[src/hw/rtl/stt_pkg.sv]
// ----------------------------------------------------------------------------
// Source text tokenizer package
// Token kinds, character codes, shared types and the character class helpers.
// ----------------------------------------------------------------------------
`default_nettype none

package stt_pkg;

	// Default width of the internal byte position counter.
	localparam int POSITION_BITS = 16;

	// Number of token bundles buffered between scanner and output stage.
	localparam int QUEUE_DEPTH = 4;

	// Most tokens that one input item can cause.
	localparam int MAX_TOKENS = 3;

	// Token kinds.
	localparam logic [3:0] K_END     = 4'd0;
	localparam logic [3:0] K_NUM     = 4'd1;
	localparam logic [3:0] K_STR     = 4'd2;
	localparam logic [3:0] K_IDENT   = 4'd3;
	localparam logic [3:0] K_DISPLAY = 4'd4;
	localparam logic [3:0] K_LPAREN  = 4'd5;
	localparam logic [3:0] K_RPAREN  = 4'd6;
	localparam logic [3:0] K_SEMI    = 4'd7;
	localparam logic [3:0] K_COMMA   = 4'd8;

	// Character codes the scanner reacts to.
	localparam logic [7:0] CH_DOT    = 8'h2E;
	localparam logic [7:0] CH_UNDER  = 8'h5F;
	localparam logic [7:0] CH_SQUOTE = 8'h27;
	localparam logic [7:0] CH_DQUOTE = 8'h22;
	localparam logic [7:0] CH_BSLASH = 8'h5C;
	localparam logic [7:0] CH_LPAREN = 8'h28;
	localparam logic [7:0] CH_RPAREN = 8'h29;
	localparam logic [7:0] CH_SEMI   = 8'h3B;
	localparam logic [7:0] CH_COMMA  = 8'h2C;

	// Length of the keyword "display".
	localparam logic [2:0] KW_LEN = 3'd7;

	// One token as it leaves the block.
	typedef struct packed {
		logic [3:0]  kind;
		logic [15:0] start;
		logic [15:0] length;
	} tok_t;

	// All tokens caused by one input item, in order.
	typedef struct packed {
		logic [1:0]                 count;
		tok_t [MAX_TOKENS-1:0]      tok;
	} bundle_t;

	// Queue status seen by scanner and output stage.
	typedef struct packed {
		logic full;
		logic empty;
	} q_stat_t;

	function automatic logic is_digit(input logic [7:0] c);
		return (c >= 8'h30) && (c <= 8'h39);
	endfunction

	function automatic logic is_alpha(input logic [7:0] c);
		return ((c >= 8'h61) && (c <= 8'h7A)) || ((c >= 8'h41) && (c <= 8'h5A)) ||
			(c == CH_UNDER);
	endfunction

	// Characters of "display" by index.
	function automatic logic [7:0] kw_char(input logic [2:0] idx);
		logic [7:0] r;
		case (idx)
			3'd0: r = 8'h64;
			3'd1: r = 8'h69;
			3'd2: r = 8'h73;
			3'd3: r = 8'h70;
			3'd4: r = 8'h6C;
			3'd5: r = 8'h61;
			3'd6: r = 8'h79;
			default: r = 8'h00;
		endcase
		return r;
	endfunction

endpackage

`default_nettype wire

[src/hw/rtl/stt_front.sv]
// ----------------------------------------------------------------------------
// Tokenizer scanner
// Accepts source bytes, tracks the scan mode and builds the bundle of tokens
// that each byte and each end of text causes.
// ----------------------------------------------------------------------------
`default_nettype none

module stt_front #(
	parameter int POSITION_BITS = stt_pkg::POSITION_BITS
) (
	input  wire logic             clk,
	input  wire logic             arst_n,
	input  wire logic             src_valid,
	output logic                  src_stall,
	input  wire logic [7:0]       ch,
	input  wire logic             has_char,
	input  wire logic             end_of_text,
	input  wire stt_pkg::q_stat_t q_stat,
	output logic                  push,
	output stt_pkg::bundle_t      bundle
);

	localparam logic [POSITION_BITS-1:0] POS_MAX = {POSITION_BITS{1'b1}};

	// Scan modes.
	localparam logic [2:0] MODE_IDLE  = 3'd0;
	localparam logic [2:0] MODE_INT   = 3'd1;
	localparam logic [2:0] MODE_DOT   = 3'd2;
	localparam logic [2:0] MODE_FRAC  = 3'd3;
	localparam logic [2:0] MODE_IDENT = 3'd4;
	localparam logic [2:0] MODE_STR   = 3'd5;
	localparam logic [2:0] MODE_ESC   = 3'd6;

	logic [2:0]               mode_q;
	logic [POSITION_BITS-1:0] pos_q;
	logic [POSITION_BITS-1:0] origin_q;
	logic [7:0]               quote_q;
	logic [2:0]               kwp_q;
	logic                     kwa_q;

	logic [2:0]               mode_d;
	logic [POSITION_BITS-1:0] pos_d;
	logic [POSITION_BITS-1:0] origin_d;
	logic [7:0]               quote_d;
	logic [2:0]               kwp_d;
	logic                     kwa_d;

	stt_pkg::tok_t            cand [4];
	logic [3:0]               cand_v;
	logic                     accept;

	// Distance from one position to another less an optional one (a quote or a dot), floored at zero.
	function automatic logic [15:0] span(input logic [POSITION_BITS-1:0] from,
			input logic [POSITION_BITS-1:0] to, input logic less);
		logic [POSITION_BITS-1:0] diff;
		logic [POSITION_BITS-1:0] r;
		diff = to - from;
		if ((to < from) || (diff < POSITION_BITS'(less)))
			r = '0;
		else
			r = diff - POSITION_BITS'(less);
		return 16'(r);
	endfunction

	function automatic stt_pkg::tok_t mk_tok(input logic [3:0] kind,
			input logic [POSITION_BITS-1:0] start, input logic [15:0] len);
		stt_pkg::tok_t t;
		t.kind   = kind;
		t.start  = 16'(start);
		t.length = len;
		return t;
	endfunction

	// The scanner takes an item whenever the queue has a free bundle slot.
	assign src_stall = q_stat.full;
	assign accept    = src_valid && !src_stall;

	// Next state and the candidate tokens: a token closed by the byte, a
	// punctuator, a token closed by the end of text and the end token.
	always_comb begin
		logic [POSITION_BITS-1:0] pos1;
		logic                     again;
		mode_d   = mode_q;
		pos_d    = pos_q;
		origin_d = origin_q;
		quote_d  = quote_q;
		kwp_d    = kwp_q;
		kwa_d    = kwa_q;
		again    = 1'b0;
		pos1     = pos_q;
		cand_v   = '0;
		for (int i = 0; i < 4; i++) begin
			cand[i] = '0;
		end

		if (has_char) begin
			unique case (mode_q)
				MODE_INT: begin
					if (ch == stt_pkg::CH_DOT) begin
						mode_d = MODE_DOT;
					end else if (!stt_pkg::is_digit(ch)) begin
						cand_v[0] = 1'b1;
						cand[0]   = mk_tok(stt_pkg::K_NUM, origin_q, span(origin_q, pos_q, 1'b0));
						again     = 1'b1;
					end
				end
				MODE_DOT: begin
					if (stt_pkg::is_digit(ch)) begin
						mode_d = MODE_FRAC;
					end else begin
						cand_v[0] = 1'b1;
						cand[0]   = mk_tok(stt_pkg::K_NUM, origin_q, span(origin_q, pos_q, 1'b1));
						again     = 1'b1;
					end
				end
				MODE_FRAC: begin
					if (!stt_pkg::is_digit(ch)) begin
						cand_v[0] = 1'b1;
						cand[0]   = mk_tok(stt_pkg::K_NUM, origin_q, span(origin_q, pos_q, 1'b0));
						again     = 1'b1;
					end
				end
				MODE_IDENT: begin
					if (stt_pkg::is_alpha(ch) || stt_pkg::is_digit(ch)) begin
						if (kwa_q && (kwp_q < stt_pkg::KW_LEN) && (ch == stt_pkg::kw_char(kwp_q)))
							kwp_d = kwp_q + 3'd1;
						else
							kwa_d = 1'b0;
					end else begin
						cand_v[0] = 1'b1;
						cand[0]   = mk_tok((kwa_q && (kwp_q == stt_pkg::KW_LEN)) ?
							stt_pkg::K_DISPLAY : stt_pkg::K_IDENT,
							origin_q, span(origin_q, pos_q, 1'b0));
						again     = 1'b1;
					end
				end
				MODE_STR: begin
					if (ch == stt_pkg::CH_BSLASH) begin
						mode_d = MODE_ESC;
					end else if (ch == quote_q) begin
						cand_v[0] = 1'b1;
						cand[0]   = mk_tok(stt_pkg::K_STR,
							(origin_q < POS_MAX) ? origin_q + 1'b1 : POS_MAX,
							span(origin_q, pos_q, 1'b1));
						mode_d    = MODE_IDLE;
					end
				end
				MODE_ESC: begin
					mode_d = MODE_STR;
				end
				default: begin
					again = 1'b1;
				end
			endcase

			// The byte starts over in idle when it ended a number or identifier or none was open.
			if (again) begin
				mode_d = MODE_IDLE;
				unique case (ch) inside
					stt_pkg::CH_LPAREN: begin
						cand_v[1] = 1'b1;
						cand[1]   = mk_tok(stt_pkg::K_LPAREN, pos_q, 16'd1);
					end
					stt_pkg::CH_RPAREN: begin
						cand_v[1] = 1'b1;
						cand[1]   = mk_tok(stt_pkg::K_RPAREN, pos_q, 16'd1);
					end
					stt_pkg::CH_SEMI: begin
						cand_v[1] = 1'b1;
						cand[1]   = mk_tok(stt_pkg::K_SEMI, pos_q, 16'd1);
					end
					stt_pkg::CH_COMMA: begin
						cand_v[1] = 1'b1;
						cand[1]   = mk_tok(stt_pkg::K_COMMA, pos_q, 16'd1);
					end
					stt_pkg::CH_SQUOTE, stt_pkg::CH_DQUOTE: begin
						mode_d   = MODE_STR;
						origin_d = pos_q;
						quote_d  = ch;
					end
					default: begin
						if (stt_pkg::is_digit(ch)) begin
							mode_d   = MODE_INT;
							origin_d = pos_q;
						end else if (stt_pkg::is_alpha(ch)) begin
							mode_d   = MODE_IDENT;
							origin_d = pos_q;
							kwp_d    = 3'd1;
							kwa_d    = (ch == stt_pkg::kw_char(3'd0));
						end
					end
				endcase
			end

			pos1  = (pos_q < POS_MAX) ? pos_q + 1'b1 : POS_MAX;
			pos_d = pos1;
		end

		// End of text closes the open token, adds the end token and restarts.
		if (end_of_text) begin
			unique case (mode_d)
				MODE_INT, MODE_FRAC: begin
					cand_v[2] = 1'b1;
					cand[2]   = mk_tok(stt_pkg::K_NUM, origin_d, span(origin_d, pos1, 1'b0));
				end
				MODE_DOT: begin
					cand_v[2] = 1'b1;
					cand[2]   = mk_tok(stt_pkg::K_NUM, origin_d, span(origin_d, pos1, 1'b1));
				end
				MODE_IDENT: begin
					cand_v[2] = 1'b1;
					cand[2]   = mk_tok((kwa_d && (kwp_d == stt_pkg::KW_LEN)) ?
						stt_pkg::K_DISPLAY : stt_pkg::K_IDENT,
						origin_d, span(origin_d, pos1, 1'b0));
				end
				MODE_STR, MODE_ESC: begin
					cand_v[2] = 1'b1;
					cand[2]   = mk_tok(stt_pkg::K_STR,
						(origin_d < POS_MAX) ? origin_d + 1'b1 : POS_MAX,
						span(origin_d, pos1, 1'b1));
				end
				default: begin
				end
			endcase
			cand_v[3] = 1'b1;
			cand[3]   = mk_tok(stt_pkg::K_END, pos1, 16'd0);
			mode_d    = MODE_IDLE;
			pos_d     = '0;
			origin_d  = '0;
			quote_d   = '0;
			kwp_d     = '0;
			kwa_d     = 1'b0;
		end
	end

	// Pack the present candidates into consecutive bundle slots.
	always_comb begin
		logic [1:0] cnt;
		cnt    = '0;
		bundle = '0;
		for (int i = 0; i < 4; i++) begin
			if (cand_v[i] && (cnt != 2'd3)) begin
				bundle.tok[cnt] = cand[i];
				cnt             = cnt + 2'd1;
			end
		end
		bundle.count = cnt;
	end

	assign push = accept && (bundle.count != 2'd0);

	// Scanner state advances on every accepted item.
	always_ff @(posedge clk or negedge arst_n) begin
		if (!arst_n) begin
			mode_q   <= MODE_IDLE;
			pos_q    <= '0;
			origin_q <= '0;
			quote_q  <= '0;
			kwp_q    <= '0;
			kwa_q    <= 1'b0;
		end else if (accept) begin
			mode_q   <= mode_d;
			pos_q    <= pos_d;
			origin_q <= origin_d;
			quote_q  <= quote_d;
			kwp_q    <= kwp_d;
			kwa_q    <= kwa_d;
		end
	end

endmodule

`default_nettype wire

[src/hw/rtl/stt_queue.sv]
// ----------------------------------------------------------------------------
// Tokenizer bundle queue
// Short first-in first-out buffer of token bundles between scanner and output.
// ----------------------------------------------------------------------------
`default_nettype none

module stt_queue #(
	parameter int DEPTH = stt_pkg::QUEUE_DEPTH
) (
	input  wire logic             clk,
	input  wire logic             arst_n,
	input  wire logic             push,
	input  wire stt_pkg::bundle_t wr_bundle,
	input  wire logic             pop,
	output stt_pkg::bundle_t      head,
	output stt_pkg::q_stat_t      q_stat
);

	localparam int PW = (DEPTH > 1) ? $clog2(DEPTH) : 1;
	localparam int CW = $clog2(DEPTH + 1);

	stt_pkg::bundle_t mem_q [DEPTH];
	logic [PW-1:0]    wr_ptr_q;
	logic [PW-1:0]    rd_ptr_q;
	logic [CW-1:0]    count_q;

	assign q_stat.full  = (count_q == CW'(DEPTH));
	assign q_stat.empty = (count_q == '0);
	assign head         = mem_q[rd_ptr_q];

	// Bundle storage.
	always_ff @(posedge clk) begin
		if (push) begin
			mem_q[wr_ptr_q] <= wr_bundle;
		end
	end

	// Pointers and fill count.
	always_ff @(posedge clk or negedge arst_n) begin
		if (!arst_n) begin
			wr_ptr_q <= '0;
			rd_ptr_q <= '0;
			count_q  <= '0;
		end else begin
			if (push) begin
				wr_ptr_q <= (wr_ptr_q == PW'(DEPTH - 1)) ? '0 : wr_ptr_q + 1'b1;
			end
			if (pop) begin
				rd_ptr_q <= (rd_ptr_q == PW'(DEPTH - 1)) ? '0 : rd_ptr_q + 1'b1;
			end
			if (push && !pop)
				count_q <= count_q + 1'b1;
			else if (pop && !push)
				count_q <= count_q - 1'b1;
		end
	end

endmodule

`default_nettype wire

[src/hw/rtl/stt_back.sv]
// ----------------------------------------------------------------------------
// Tokenizer output stage
// Hands out the tokens of each bundle one per transfer through an output
// register and marks the last token of every bundle.
// ----------------------------------------------------------------------------
`default_nettype none

module stt_back (
	input  wire logic             clk,
	input  wire logic             arst_n,
	input  wire stt_pkg::bundle_t head,
	input  wire stt_pkg::q_stat_t q_stat,
	output logic                  pop,
	output logic                  tok_valid,
	input  wire logic             tok_stall,
	output logic [3:0]            token_kind,
	output logic [15:0]           token_start,
	output logic [15:0]           token_length,
	output logic                  last_of_run
);

	logic          out_valid_q;
	logic [1:0]    idx_q;
	logic          load;
	logic          is_last;
	stt_pkg::tok_t sel;

	// The output register refills when empty or when its token transfers.
	assign load    = !q_stat.empty && (!out_valid_q || !tok_stall);
	assign sel     = head.tok[idx_q];
	assign is_last = (idx_q == head.count - 2'd1);
	assign pop     = load && is_last;

	assign tok_valid = out_valid_q;

	// Position within the current bundle and output valid.
	always_ff @(posedge clk or negedge arst_n) begin
		if (!arst_n) begin
			out_valid_q <= 1'b0;
			idx_q       <= '0;
		end else begin
			if (load) begin
				out_valid_q <= 1'b1;
				idx_q       <= is_last ? 2'd0 : idx_q + 2'd1;
			end else if (!tok_stall) begin
				out_valid_q <= 1'b0;
			end
		end
	end

	// Output payload.
	always_ff @(posedge clk) begin
		if (load) begin
			token_kind   <= sel.kind;
			token_start  <= sel.start;
			token_length <= sel.length;
			last_of_run  <= is_last;
		end
	end

endmodule

`default_nettype wire

[src/hw/rtl/source_text_tokenizer.sv]
// ----------------------------------------------------------------------------
// Source text tokenizer
// Streaming lexer: source bytes in, tokens (kind, start, length) out.
// ----------------------------------------------------------------------------
// Usage:
//   The source channel (src_valid/src_stall) takes one item per transfer: a
//   byte in ch when has_char is set, and end_of_text to close the text. The
//   token channel (tok_valid/tok_stall) gives one token per transfer, with
//   last_of_run set on the final token caused by an input item.
//   The first token of an item is registered: the transfer edge writes its
//   bundle into the queue, and at the earliest the next edge loads the
//   output register.
//   Throughput: one item per cycle while tok_stall stays low and each item
//   causes at most one token; the output register hands out one token per
//   cycle when not stalled, so an item that causes two or three tokens takes
//   one transfer per token. A four-bundle queue separates scanner and output register.
//   When the receiver stalls, the output token holds, the queue fills, and
//   src_stall rises once the queue is full.
//   Reset clears the scan state, the byte position, the queue and the output
//   register; the first byte after reset or after an end of text is position 0.
// ----------------------------------------------------------------------------
`default_nettype none

module source_text_tokenizer #(
	parameter int POSITION_BITS = stt_pkg::POSITION_BITS,
	parameter int QUEUE_DEPTH   = stt_pkg::QUEUE_DEPTH
) (
	input  wire logic        clk,
	input  wire logic        arst_n,
	input  wire logic        src_valid,
	output logic             src_stall,
	input  wire logic [7:0]  ch,
	input  wire logic        has_char,
	input  wire logic        end_of_text,
	output logic             tok_valid,
	input  wire logic        tok_stall,
	output logic [3:0]       token_kind,
	output logic [15:0]      token_start,
	output logic [15:0]      token_length,
	output logic             last_of_run
);

	stt_pkg::q_stat_t q_stat;
	stt_pkg::bundle_t wr_bundle;
	stt_pkg::bundle_t head;
	logic             push;
	logic             pop;

	// Scanner.
	stt_front #(
		.POSITION_BITS(POSITION_BITS)
	) u_front (
		.clk         (clk),
		.arst_n      (arst_n),
		.src_valid   (src_valid),
		.src_stall   (src_stall),
		.ch          (ch),
		.has_char    (has_char),
		.end_of_text (end_of_text),
		.q_stat      (q_stat),
		.push        (push),
		.bundle      (wr_bundle)
	);

	// Bundle queue.
	stt_queue #(
		.DEPTH(QUEUE_DEPTH)
	) u_queue (
		.clk       (clk),
		.arst_n    (arst_n),
		.push      (push),
		.wr_bundle (wr_bundle),
		.pop       (pop),
		.head      (head),
		.q_stat    (q_stat)
	);

	// Output stage.
	stt_back u_back (
		.clk          (clk),
		.arst_n       (arst_n),
		.head         (head),
		.q_stat       (q_stat),
		.pop          (pop),
		.tok_valid    (tok_valid),
		.tok_stall    (tok_stall),
		.token_kind   (token_kind),
		.token_start  (token_start),
		.token_length (token_length),
		.last_of_run  (last_of_run)
	);

	// The end token is always the final token of its item and has no length.
	a_end_last: assert property (@(posedge clk) disable iff (!arst_n)
		tok_valid && (token_kind == stt_pkg::K_END) |-> last_of_run && (token_length == 16'd0))
		else $error("end token without last_of_run or with nonzero length");

	// A bundle is never written into a full queue.
	a_no_overflow: assert property (@(posedge clk) disable iff (!arst_n)
		push |-> !q_stat.full)
		else $error("bundle pushed into full queue");

	// A bundle in the queue carries at least one token.
	a_head_count: assert property (@(posedge clk) disable iff (!arst_n)
		!q_stat.empty |-> (head.count != 2'd0))
		else $error("empty bundle at queue head");

	// The output register never stays empty while the queue holds tokens.
	a_refill: assert property (@(posedge clk) disable iff (!arst_n)
		!tok_valid && !q_stat.empty |=> tok_valid)
		else $error("output register not refilled from queue");

endmodule

`default_nettype wire

[config.mk]
export PLATFORM = sky130hd
export DESIGN_NAME = source_text_tokenizer
export DESIGN_NICKNAME = d
export VERILOG_FILES = /design/src/hw/rtl/stt_pkg.sv /design/src/hw/rtl/stt_front.sv /design/src/hw/rtl/stt_queue.sv /design/src/hw/rtl/stt_back.sv /design/src/hw/rtl/source_text_tokenizer.sv
export SDC_FILE = /design/constraint.sdc
export NUM_CORES = 1
export LEC_CHECK = 0
export BUFFER_PORTS_ARGS = -buffer_cell sky130_fd_sc_hd__buf_2
export CELL_PAD_IN_SITES_DETAIL_PLACEMENT = 1
export CELL_PAD_IN_SITES_GLOBAL_PLACEMENT = 2
export CORE_MARGIN = 3
export CORE_UTILIZATION = 45
export CTS_CLUSTER_DIAMETER = 50
export CTS_CLUSTER_SIZE = 10
export DETAILED_ROUTE_END_ITERATION = 10
export GPL_TIMING_DRIVEN = 0
export PLACE_DENSITY = 0.84
export SLEW_MARGIN = 20
export SYNTH_ARGS = -nofsm -noshare
export SYNTH_HDL_FRONTEND = slang
export SYNTH_SLANG_ARGS = --single-unit
[constraint.sdc]
create_clock -name clk -period 9.9 [get_ports clk]
set_input_delay 0.99 -clock clk [delete_from_list [all_inputs] [get_ports clk]]
set_output_delay 0.99 -clock clk [all_outputs]
set_load 0.01 [all_outputs]
==> impl_metrics.env <==
export IMPL_status="finished clean"
export IMPL_cts_sinks=530
export IMPL_synth_top_cell_by_area="edfxtp_1"
export IMPL_cp_start_kind="flop"
export IMPL_core_um2=59200
export IMPL_p_leak_nw=10.4
export IMPL_drt_iter0_markers=1663
export IMPL_via_per_inst=6.38
export IMPL_drt_wl_total_um=85800
export IMPL_cts_hold_buf=0
export IMPL_start_util=0.456
export IMPL_postCtsSetupRepairBufs=0
export IMPL_r2r_cells=27
export IMPL_post_route_cells_drive_above_1_share=0.143
export IMPL_synth_edff_count=473
export IMPL_synth_nets=2155
export IMPL_synth_seq_area_share=0.578
export IMPL_worstSetupPathType="reg -> reg"
export IMPL_async_flop_share=0.108
export IMPL_fin_cells=3004
export IMPL_ant_nets=0
export IMPL_clk_pin_slew_ps=60
export IMPL_clk_latency_ps=600
export IMPL_fmax_mhz=115
export IMPL_worst_ir_drop_vdd_mv=0.125
export IMPL_yosys_warnings=0
export IMPL_dieArea_um2=63000
export IMPL_grt_util_all_layers=0.274
export IMPL_multi_input_area_um2=10700
export IMPL_clkPwrFrac=0.280
export IMPL_finalCritPeriodShare=0.877
export IMPL_avgSynthCellArea_um2=13.0
export IMPL_grt_first_pass_wirelength_um=130000
export IMPL_p_seq_frac=0.379
export IMPL_r2r_start="u_front.mode_q[1]"
export IMPL_syn_area_um2=27000
export IMPL_final_max_slew_viol_count=0
export IMPL_min_path_type="in -> async"
export IMPL_p_sw_mw=2.64
export IMPL_r2r_end="u_queue.mem_q[2][36]"
export IMPL_final_util=0.515
export IMPL_avgRoutedWirePerCell_um=28.6
export IMPL_crit_arrival_ps=8950
export IMPL_dpl_hpwl_um=63800
export IMPL_die_y_um=251
export IMPL_nets=2282
export IMPL_antennaDiodeCount=0
export IMPL_synth_top_area_share=0.526
export IMPL_grt_overflow_total=0
export IMPL_finClkSkew_ps=43.8
export IMPL_post_cts_resized=0
export IMPL_rows=89
export IMPL_dr_total_vias=19200
export IMPL_fin_crit_ps=8690
export IMPL_synth_cells=2079
export IMPL_rsz0062_at_grt="false"
export IMPL_area_delta_synth_final_pct=12.8
export IMPL_fill_cells=5940
export IMPL_portBuffers=48
export IMPL_grt_pass1_vias=20100
export IMPL_ys_ff_latch=530
export IMPL_synth_ff_type="edfxtp_1"
export IMPL_crit_path_end_kind="flop"
export IMPL_finalHoldViolCount=0
export IMPL_crit_required_ps=10170
export IMPL_comb_power_share=0.341
export IMPL_ctsLongestPathBuffers=3
export IMPL_ctsRootBufferMaster="clkbuf_16"
export IMPL_regArea_um2=15600
export IMPL_grt_max_degree=48
export IMPL_gp_congestion=0.933
export IMPL_drtPass1Iterations=7
export IMPL_ios=53
export IMPL_maxCapViolations=0
export IMPL_finalSetupViolCount=0
export IMPL_htree_levels=3
export IMPL_internal_power_mw=5.14
export IMPL_drc=0
export IMPL_dp_cells=2911
export IMPL_fp_dieW_um=251
export IMPL_synth_cell_types=94
export IMPL_numCtsBuffers=66
export IMPL_worst_pin_slew_ps=1050
export IMPL_p_sw_frac=0.339
export IMPL_worstPathMaxFanout=10
export IMPL_r2r_slack_ps=1210
export IMPL_antenna_found_initial=0
export IMPL_ys_top_cells_by_area="edfxtp_1, mux4_2, dfrtp_1"
export IMPL_slew_headroom=0.295
export IMPL_powerDensity_nw_per_um2=255
export IMPL_cts_tree="done"
[kinds of logic (layout without fill, tap and decap cells)]
| group | count (synthesis) | count (layout) | share of synthesized area |
|---|---|---|---|
| compound gates | 529 | 529 | 0.132 |
| xor+xnor | 63 | 63 | 0.0204 |
| fa+ha+maj | 62 | 62 | 0.0295 |
| buf+inv | 193 | 345 | 0.0280 |
| flops | 530 | 530 | 0.578 |
| mux | 181 | 181 | 0.118 |
| simple gates | 521 | 521 | 0.0938 |
[power groups by stage]
stage          Clock [mW]  Sequential (mW)  Combinational [mW]
6_report             2.18             2.95                2.65
5_1_grt              2.30             2.98                2.87
3_3_place_gp            0             3.01                2.50
4_1_cts              2.21             2.96                2.67
3_5_place_dp            0             2.99                2.65
2_1_floorplan           0             3.02                1.73
[cell type report]
class                           count  area share
Multi-Input combinational cell   1356       0.351
Timing Repair Buffer               59      0.0174
Clock inverter                     13     0.00484
Inverter                           73     0.00899
Sequential cell                   530       0.513
Clock buffer                       80      0.0580
Buffer                            120      0.0159
Tap cell                          773      0.0317
[worst max-delay path, cell delays in order, from the launching register on]
cell and delay [ps]:
dfrtp_1 440, inv_1 160, ha_1 160, clkbuf_1 270, nor3_1 100, a311o_1 340, o21a_1 280, a221oi_4 620
buf_6 270, buf_2 370, buf_1 580, mux2i_1 280, inv_1 140, ha_1 150, inv_1 70, fa_1 450
a21oi_1 370, nand2_1 110, mux2i_1 310, o21ai_0 270, xnor2_1 480, nor3b_1 470, nand4_1 290, nor3_4 300
a31oi_4 170, buf_6 200, a21oi_2 370, o21ai_1 300
[synthesized netlist by cell type, types with 14 or more instances]
library cell / instances
a21oi_1: 87
a221oi_1: 28
a22o_1: 14
a22oi_1: 15
a31oi_1: 31
and2_1: 28
and3_1: 27
buf_1: 19
clkbuf_1: 87
dfrtp_1: 57
edfxtp_1: 473
ha_1: 59
inv_1: 72
mux2i_1: 63
mux4_2: 109
nand2_1: 164
nand2b_1: 18
nand3_1: 39
nor2_1: 126
nor3_1: 28
nor4_1: 15
o211ai_1: 17
o21ai_0: 144
o22ai_1: 42
o31ai_1: 18
xnor2_1: 31
xor2_1: 32
[registers in the layout, indices dropped and copies added (netlist names), 3 cells and up]
signal	flops
u_queue.mem_q	436
u_back.token_length	16
u_back.token_start	16
u_front.origin_q	16
u_front.pos_q	16
u_front.quote_q	8
u_back.token_kind	4
u_front.kwp_q	3
u_front.mode_q	3
u_queue.count_q	3
[per-layer routing]
layer	part of all wire	GRT usage	vias up
li1	-	-	8381
met1	0.42	0.377	9926
met2	0.48	0.443	725
met3	0.067	0.0483	141
met4	0.031	0.0955	0
met5	0	0	-
[stage by stage]
stage	instance area [µm²]	total power, mW	hold slack [ps]	setup slack [ps]	setup TNS (ps)
floorplan	27000	4.75	456	1840	0
global placement	28200	5.51	472	-2270	-971380
detailed placement	28500	5.64	493	825	0
CTS	30500	7.83	226	1220	0
global route	30500	8.15	237	475	0
finish	30500	7.79	234	1210	0
[placed cells by master, fill, tap and decap left out, types with 14 or more instances in the layout]
cell,instances
o31ai_1,18
inv_1,72
mux2i_1,63
and2_1,24
ha_1,59
and3_1,27
buf_2,59
dfrtp_1,57
a22oi_1,15
a221oi_1,28
a22o_1,14
nand2b_1,18
xnor2_1,31
clkbuf_16,69
nand2_1,164
nand3_1,39
mux4_2,109
buf_1,17
edfxtp_1,473
o22ai_1,42
xor2_1,32
o21ai_0,144
nor3_1,28
a21oi_1,86
a31oi_1,31
clkbuf_1,98
nor2_1,126
o211ai_1,17
[worst max-delay path by stage]
stage / from / to / slack, ps
finish: u_front.mode_q[1] / u_queue.mem_q[2][36] / 1210
floorplan: ch[2] / u_queue.mem_q[0][0] / 1840
global route: u_front.mode_q[1] / u_queue.mem_q[0][8] / 480
detailed placement: ch[0] / u_queue.mem_q[1][0] / 830
CTS: u_front.mode_q[1] / u_queue.mem_q[3][0] / 1220
global placement: ch[5] / u_queue.mem_q[0][9] / -2270
Note: power is estimated with default switching activity, not from simulation.
